<file path="config.mk">
export PLATFORM = sky130hd
export DESIGN_NAME = radio_scan_controller_top
export DESIGN_NICKNAME = d
export VERILOG_FILES = /design/src/rtl/rsc_pkg.sv /design/src/rtl/radio_scan_controller_top.sv /design/src/rtl/rsc_cfg.sv /design/src/rtl/rsc_core.sv
export SDC_FILE = /design/constraint.sdc
export NUM_CORES = 1
export LEC_CHECK = 0
export ABC_AREA = 1
export BUFFER_PORTS_ARGS = -buffer_cell sky130_fd_sc_hd__buf_2
export CORE_ASPECT_RATIO = 0.75
export CORE_MARGIN = 2
export CORE_UTILIZATION = 55
export CTS_BUF_LIST = sky130_fd_sc_hd__clkbuf_8
export DETAILED_ROUTE_END_ITERATION = 8
export PLACE_DENSITY_LB_ADDON = 0.15
export REMOVE_ABC_BUFFERS = 1
export SLEW_MARGIN = 30
export SYNTH_ARGS = -nofsm -noshare
export SYNTH_HDL_FRONTEND = slang
export SYNTH_SLANG_ARGS = --single-unit
</file>
<file path="constraint.sdc">
create_clock -name clk -period 1.9 [get_ports clk]
set_input_delay 0.38 -clock clk [delete_from_list [all_inputs] [get_ports clk]]
set_output_delay 0.38 -clock clk [all_outputs]
set_load 0.03 [all_outputs]
</file>
<file path="src/rtl/rsc_pkg.sv">
package rsc_pkg;

  typedef enum logic [2:0] {
    PH_IDLE        = 3'd0,
    PH_SCANNING    = 3'd1,
    PH_WAIT_TIME   = 3'd2,
    PH_WAIT_LOST   = 3'd3,
    PH_WAIT_RECALL = 3'd4,
    PH_SEEK_STOP   = 3'd5
  } phase_t;

  localparam logic [2:0] ACT_TICK  = 3'd0;
  localparam logic [2:0] ACT_START = 3'd1;
  localparam logic [2:0] ACT_STOP  = 3'd2;
  localparam logic [2:0] ACT_UP    = 3'd3;
  localparam logic [2:0] ACT_DOWN  = 3'd4;

  localparam logic [1:0] MODE_TIMED   = 2'd0;
  localparam logic [1:0] MODE_CARRIER = 2'd1;
  localparam logic [1:0] MODE_SEEK    = 2'd2;

  localparam logic [1:0] STEP_NONE = 2'd0;
  localparam logic [1:0] STEP_UP   = 2'd1;
  localparam logic [1:0] STEP_DOWN = 2'd2;

  localparam logic [1:0] REG_SCAN_MODE = 2'd0;
  localparam logic [1:0] REG_LOST_HOLD = 2'd1;
  localparam logic [1:0] REG_FIND_HOLD = 2'd2;

  localparam logic [1:0] SQ_DEBOUNCE = 2'd3;
  localparam logic [7:0] STEP_DWELL  = 8'd2;
  localparam logic [7:0] START_DWELL = 8'd4;
  localparam logic [7:0] HOLD_RESET  = 8'd10;

  typedef struct packed {
    logic [2:0] action;
    logic       squelch_open;
    logic       channel_mode;
    logic       have_scan_list;
  } item_t;

  typedef struct packed {
    logic [1:0] step_cmd;
    logic       step_on_channel;
    logic       scan_active;
    logic       start_refused;
    logic       recall_channel;
  } result_t;

  typedef struct packed {
    logic [1:0] scan_mode;
    logic [7:0] lost_hold_ticks;
    logic [7:0] find_hold_ticks;
  } cfg_t;

endpackage

</file>
<file path="src/rtl/radio_scan_controller_top.sv">
// An accepted word is held in the input register and its result in the result register.
// One word per cycle while result_stall does not hold the output; the scan state updates
// in a single pass between the input register and the result register.
// Reset (synchronous, rst high): not scanning, idle, dwell 0, direction up,
// squelch count 0, scan mode timed, both hold times 10 ticks.
module radio_scan_controller_top
  import rsc_pkg::*;
(
  input  logic       clk,
  input  logic       rst,
  input  logic       item_valid,
  output logic       item_stall,
  input  item_t      item,
  output logic       result_valid,
  input  logic       result_stall,
  output result_t    result,
  input  logic       cfg_valid,
  output logic       cfg_ready,
  input  logic [1:0] cfg_index,
  input  logic [7:0] cfg_data
);

  cfg_t    cfg;
  item_t   item_q;
  logic    item_q_valid;
  logic    advance;
  result_t core_result;

  assign advance    = item_q_valid && (!result_valid || !result_stall);
  assign item_stall = item_q_valid && !advance;

  rsc_cfg u_cfg (
    .clk       (clk),
    .rst       (rst),
    .cfg_valid (cfg_valid),
    .cfg_ready (cfg_ready),
    .cfg_index (cfg_index),
    .cfg_data  (cfg_data),
    .cfg       (cfg)
  );

  rsc_core u_core (
    .clk    (clk),
    .rst    (rst),
    .fire   (advance),
    .item   (item_q),
    .cfg    (cfg),
    .result (core_result)
  );

  always_ff @(posedge clk) begin
    if (rst) begin
      item_q_valid <= 1'b0;
    end else if (item_valid && !item_stall) begin
      item_q_valid <= 1'b1;
    end else if (advance) begin
      item_q_valid <= 1'b0;
    end
  end

  always_ff @(posedge clk) begin
    if (item_valid && !item_stall) begin
      item_q <= item;
    end
  end

  always_ff @(posedge clk) begin
    if (rst) begin
      result_valid <= 1'b0;
    end else if (advance) begin
      result_valid <= 1'b1;
    end else if (!result_stall) begin
      result_valid <= 1'b0;
    end
  end

  always_ff @(posedge clk) begin
    if (advance) begin
      result <= core_result;
    end
  end

endmodule

</file>
<file path="src/rtl/rsc_cfg.sv">
module rsc_cfg
  import rsc_pkg::*;
(
  input  logic       clk,
  input  logic       rst,
  input  logic       cfg_valid,
  output logic       cfg_ready,
  input  logic [1:0] cfg_index,
  input  logic [7:0] cfg_data,
  output cfg_t       cfg
);

  assign cfg_ready = 1'b1;

  always_ff @(posedge clk) begin
    if (rst) begin
      cfg.scan_mode       <= MODE_TIMED;
      cfg.lost_hold_ticks <= HOLD_RESET;
      cfg.find_hold_ticks <= HOLD_RESET;
    end else if (cfg_valid) begin
      // index 3 is not a register; the write is dropped
      unique case (cfg_index)
        REG_SCAN_MODE: cfg.scan_mode       <= cfg_data[1:0];
        REG_LOST_HOLD: cfg.lost_hold_ticks <= cfg_data;
        REG_FIND_HOLD: cfg.find_hold_ticks <= cfg_data;
        default: ;
      endcase
    end
  end

endmodule

</file>
<file path="src/rtl/rsc_core.sv">
module rsc_core
  import rsc_pkg::*;
(
  input  logic    clk,
  input  logic    rst,
  input  logic    fire,
  input  item_t   item,
  input  cfg_t    cfg,
  output result_t result
);

  logic       scan_on, scan_on_next;
  phase_t     scan_phase, scan_phase_next;
  logic [7:0] dwell_timer, dwell_timer_next;
  logic       scan_dir_down, scan_dir_down_next;
  logic [1:0] squelch_count, squelch_count_next;
  logic [7:0] dwell_dec;
  logic       try_step;

  assign dwell_dec = (dwell_timer != 8'd0) ? dwell_timer - 8'd1 : dwell_timer;

  always_comb begin
    scan_on_next       = scan_on;
    scan_phase_next    = scan_phase;
    dwell_timer_next   = dwell_timer;
    scan_dir_down_next = scan_dir_down;
    squelch_count_next = squelch_count;
    try_step           = 1'b0;
    result             = '0;

    unique case (item.action)
      ACT_TICK: begin
        dwell_timer_next = dwell_dec;
        if (scan_on) begin
          unique case (scan_phase)
            PH_SCANNING: begin
              if (item.squelch_open) begin
                if (squelch_count != SQ_DEBOUNCE) begin
                  squelch_count_next = squelch_count + 2'd1;
                end else if (cfg.scan_mode == MODE_TIMED) begin
                  scan_phase_next  = PH_WAIT_TIME;
                  dwell_timer_next = cfg.lost_hold_ticks;
                end else if (cfg.scan_mode == MODE_CARRIER) begin
                  scan_phase_next  = PH_WAIT_LOST;
                  dwell_timer_next = cfg.lost_hold_ticks;
                end else if (cfg.scan_mode == MODE_SEEK) begin
                  scan_phase_next  = PH_SEEK_STOP;
                  dwell_timer_next = cfg.find_hold_ticks;
                end
              end else begin
                try_step           = 1'b1;
                squelch_count_next = 2'd0;
              end
            end
            PH_WAIT_TIME, PH_WAIT_RECALL: begin
              try_step           = 1'b1;
              squelch_count_next = 2'd0;
            end
            PH_WAIT_LOST: begin
              if (item.squelch_open) begin
                dwell_timer_next = cfg.lost_hold_ticks;
              end else if (dwell_dec == 8'd0) begin
                scan_phase_next = PH_WAIT_RECALL;
              end
            end
            PH_SEEK_STOP: begin
              scan_phase_next       = PH_IDLE;
              dwell_timer_next      = 8'd0;
              scan_on_next          = 1'b0;
              squelch_count_next    = 2'd0;
              result.recall_channel = 1'b1;
            end
            default: ;
          endcase
        end
      end
      ACT_START: begin
        if (item.channel_mode && !item.have_scan_list) begin
          result.start_refused = 1'b1;
        end else begin
          // start dwell is nonzero, so no step is taken here
          scan_on_next       = 1'b1;
          scan_phase_next    = PH_SCANNING;
          dwell_timer_next   = START_DWELL;
          scan_dir_down_next = 1'b0;
        end
      end
      ACT_STOP: begin
        scan_phase_next  = PH_IDLE;
        dwell_timer_next = 8'd0;
        scan_on_next     = 1'b0;
      end
      ACT_UP, ACT_DOWN: begin
        if (scan_on) begin
          scan_dir_down_next = (item.action == ACT_DOWN);
          dwell_timer_next   = 8'd0;
          try_step           = 1'b1;
        end
      end
      default: ;
    endcase

    if (try_step && dwell_timer_next == 8'd0) begin
      result.step_cmd        = scan_dir_down_next ? STEP_DOWN : STEP_UP;
      result.step_on_channel = item.channel_mode;
      scan_phase_next        = PH_SCANNING;
      dwell_timer_next       = STEP_DWELL;
    end

    result.scan_active = scan_on_next;
  end

  always_ff @(posedge clk) begin
    if (rst) begin
      scan_on       <= 1'b0;
      scan_phase    <= PH_IDLE;
      dwell_timer   <= 8'd0;
      scan_dir_down <= 1'b0;
      squelch_count <= 2'd0;
    end else if (fire) begin
      scan_on       <= scan_on_next;
      scan_phase    <= scan_phase_next;
      dwell_timer   <= dwell_timer_next;
      scan_dir_down <= scan_dir_down_next;
      squelch_count <= squelch_count_next;
    end
  end

endmodule
</file>
==> flow_summary_export.csv <==
group,metric,value,unit
run_status,status,"finished, violations left",
run_status,failed_checks,"setup timing",
grt,grt_usage,31.6,%
grt,grt_max_degree,26,
critical_path,path_class,"reg2reg",
sta,fmax,0.465,GHz
critical_path,cp-end-kind,"register",
detailed_routing,avgViaCountPerCell,5.68,
logic_synthesis,synthesis.area,0.00284,mm2
grt,gr-total-overflow,0,
sta,finalCritPeriodShare,113,%
pwr,seqPwrFrac,41.6,%
placement,port_buffers,28,
critical_path,arrival,2.35,ns
placement,dp_slack,-0.181,ns
sta,holdWs,0.234,ns
pwr,power_density,683,mW/mm2
sta,setup-tns-final,-1.55,ns
detailed_routing,route.met2.wl,4.25,mm
pwr,leakagePower,1.85,nW
detailed_routing,drc,0,
clock_tree,cts-hold-fix-buffers,0,
layout,antenna_cells,0,
pwr,p_total,2.69,mW
logic_synthesis,synthFlopType,"dfxtp_1",
layout,seqCellArea,0.00108,mm2
detailed_routing,antenna_left,0,
logic_synthesis,synth_top_family_by_area,"simple AND/OR/NAND/NOR gates",
layout,layout.nets,549,
layout,final_layout_size_suffix_gt1_share,38.1,%
layout,multi_input_comb_area,0.00174,mm2
logic_synthesis,synth_seq_cells,47,
pwr,p_int,1.87,mW
placement,dpl.hpwl,5.73,mm
floorplan,dieArea,0.00577,mm2
sta,finalCriticalPeriod,2.15,ns
pwr,pwr-share-comb,25.4,%
detailed_routing,wl_per_cell,15.2,um
pwr,power.switching,816,uW
pwr,switching_share,30.3,%
logic_synthesis,async_reset_ff_share,0,%
min_path,hold_path.class,"in2reg",
detailed_routing,met3_length,860,um
sta,hold_viol_final,0,
clock_tree,cts.sinks,47,
floorplan,core,0.00493,mm2
placement,gp_congestion,0.958,
logic_synthesis,syn_inst,428,
layout,nFillCells,315,
detailed_routing,wirelength,8.94,mm
logic_synthesis,yosys.area_share.simple,37.2,%
clock_tree,path_clk_slew,0.10,ns
critical_path,worstPathRequired,2.10,ns
pwr,irDropWorstVdd,0.549,mV
sta,setup_ws,-0.249,ns
logic_synthesis,synth-edff-count,12,
floorplan,num_io_pins,30,
sta,skew,0.00906,ns
clock_tree,cts_buffers,5,
floorplan,row_count,22,
job,maxCapViolations,0,
logic_synthesis,avgSynthCellArea,6.64,um2
detailed_routing,vias,3335,
floorplan,initial_utilization,57.7,%
grt,grt_pass1_wl,14.0,mm
floorplan,die-height,66.3,um
sta,rsz0062_at_grt,"yes",
sta,setup-violations-final,8,
detailed_routing,top_layer,"met4",
critical_path,cp_max_fo,8,
floorplan,die_x,87.0,um
grt,antenna_found_initial,0,
clock_tree,cts_max_path_buffers,2,
sta,tightest_slew,0.757,ns
logic_synthesis,ys_seq_area_share,37.3,%
sta,max-slew-margin-rel,49.5,%
clock_tree,clk_latency,0.31,ns
clock_tree,cts_tree,"built",
logic_synthesis,synthXorXnorAreaFrac,0.308,%
logic_synthesis,synthMuxAreaShare,0,%
grt,grt_pass1_vias,3007,
detailed_routing,drt-met1-wl,3.63,mm
detailed_routing,drt_first_iter_violations,334,
logic_synthesis,synth-compound-area-share,15.3,%
logic_synthesis,ys.warnings.count,0,
critical_path,start_kind,"register",
detailed_routing,drt-pass1-iter-count,5,
sta,slew_violations,0,
layout,area_delta_synth_final,38.4,%
logic_synthesis,ys_types,37,
clock_tree,root_buffer,"clkbuf_8",
logic_synthesis,synth_fa_ha_area_share,0.880,%
pwr,p_clk_share,33.1,%
clock_tree,htree_levels,2,
==> stage by stage <==
stage,utilization [%],instances,area [um2]
6_report,79.9,587,3940
3_5_place_dp,69.0,557,3400
3_3_place_gp,69.0,557,3400
4_1_cts,76.5,578,3770
5_1_grt,79.9,587,3940
2_1_floorplan,-,418,2790
==> synthesized netlist by cell type (5+ instances only) <==
cell type,number,share of area (%)
nor3_1,7,1.2
a21oi_2,5,1.5
inv_1,46,6.1
o21ai_0,21,3.7
nor2_1,55,7.3
edfxtp_1,12,13
a21oi_1,27,4.8
inv_2,6,0.79
dfxtp_1,35,25
nand2_2,8,1.8
nand3_1,29,5.1
nand2_1,123,16
==> metal layers <==
layer | track usage (%) | up-vias
met4 | 11.7 | 0
met2 | 52.1 | 191
met1 | 41.2 | 1541
met3 | 5.87 | 25
li1 | - | 1578
met5 | 0 | -
==> repair_timing <==
action | CTS | global route
pin swaps | 23 | 27
resized for setup | 46 | 33
cloned | 1 | 0
buffers inserted | 12 | 9
endpoints found under the setup margin | 7 | 11
==> placed cells by master, fill, tap and decap left out, drive strengths merged, types with 2 or more instances in the layout <==
master  instances
nor3            7
nand4           4
bufinv          2
o21ai          27
nand2         134
buf           100
o211ai          4
a21oi          34
edfxtp         12
ha              2
o22ai           2
dfxtp          35
inv            52
nor2           62
o21a            2
clkbuf          5
nand3          32
==> cell type report <==
type,instances,area share [%]
Multi-Input combinational cell,319,44.2
Timing Repair Buffer,100,17.8
Inverter,53,5.12
Sequential cell,47,27.6
Tap cell,60,1.91
Clock inverter,3,1.72
Clock buffer,5,1.75
==> power groups by stage <==
stage	Clock [mW]	Sequential (mW)	Combinational, mW
global route	0.932	1.12	0.741
finish	0.889	1.12	0.682
floorplan	0	1.14	0.338
CTS	0.886	1.11	0.616
detailed placement	0	1.13	0.548
global placement	0	1.13	0.535
==> cells by family (layout without fill, tap and decap cells) <==
| kind of cell | Yosys count | in the layout |
|---|---|---|
| compound gates | 73 | 74 |
| buf+inv | 63 | 161 |
| other cells | 1 | 1 |
| simple gates | 241 | 241 |
| fa+ha+maj | 2 | 2 |
| flops | 47 | 47 |
| xor+xnor | 1 | 1 |
==> registers in the layout, indices dropped and copies added, names as in the netlist, 2 cells and up <==
signal	cells
u_core.scan_phase	3
u_core.dwell_timer	8
result	6
u_core.squelch_count	2
item_q	6
u_cfg.cfg	18
==> worst paths after layout <==
| check | start | to | slack [ns] | depth (start not counted) |
|---|---|---|---|---|
| worst max register to register | item_q[3] | u_core.scan_phase[1] | -0.25 | 12 |
| worst max-delay path | item_q[3] | u_core.scan_phase[1] | -0.25 | 12 |
| worst min-delay path | item[2] | item_q[2] | 0.23 | 1 |
| worst min register to register | u_cfg.cfg[3] | u_cfg.cfg[3] | 0.48 | 2 |
==> worst max-delay path: stages (launching register included) <==
cell and delay [ns]:
edfxtp_1 0.45, nor2_2 0.19, nand2_1 0.14, nor2_1 0.28, a22oi_1 0.18, nor2_4 0.16
nand3_2 0.11, nor2_4 0.12, nand2_4 0.11, nand2_4 0.11, nand3_2 0.07, nand2_2 0.06
nor2_1 0.06
Note: power is estimated with default switching activity, not from simulation.
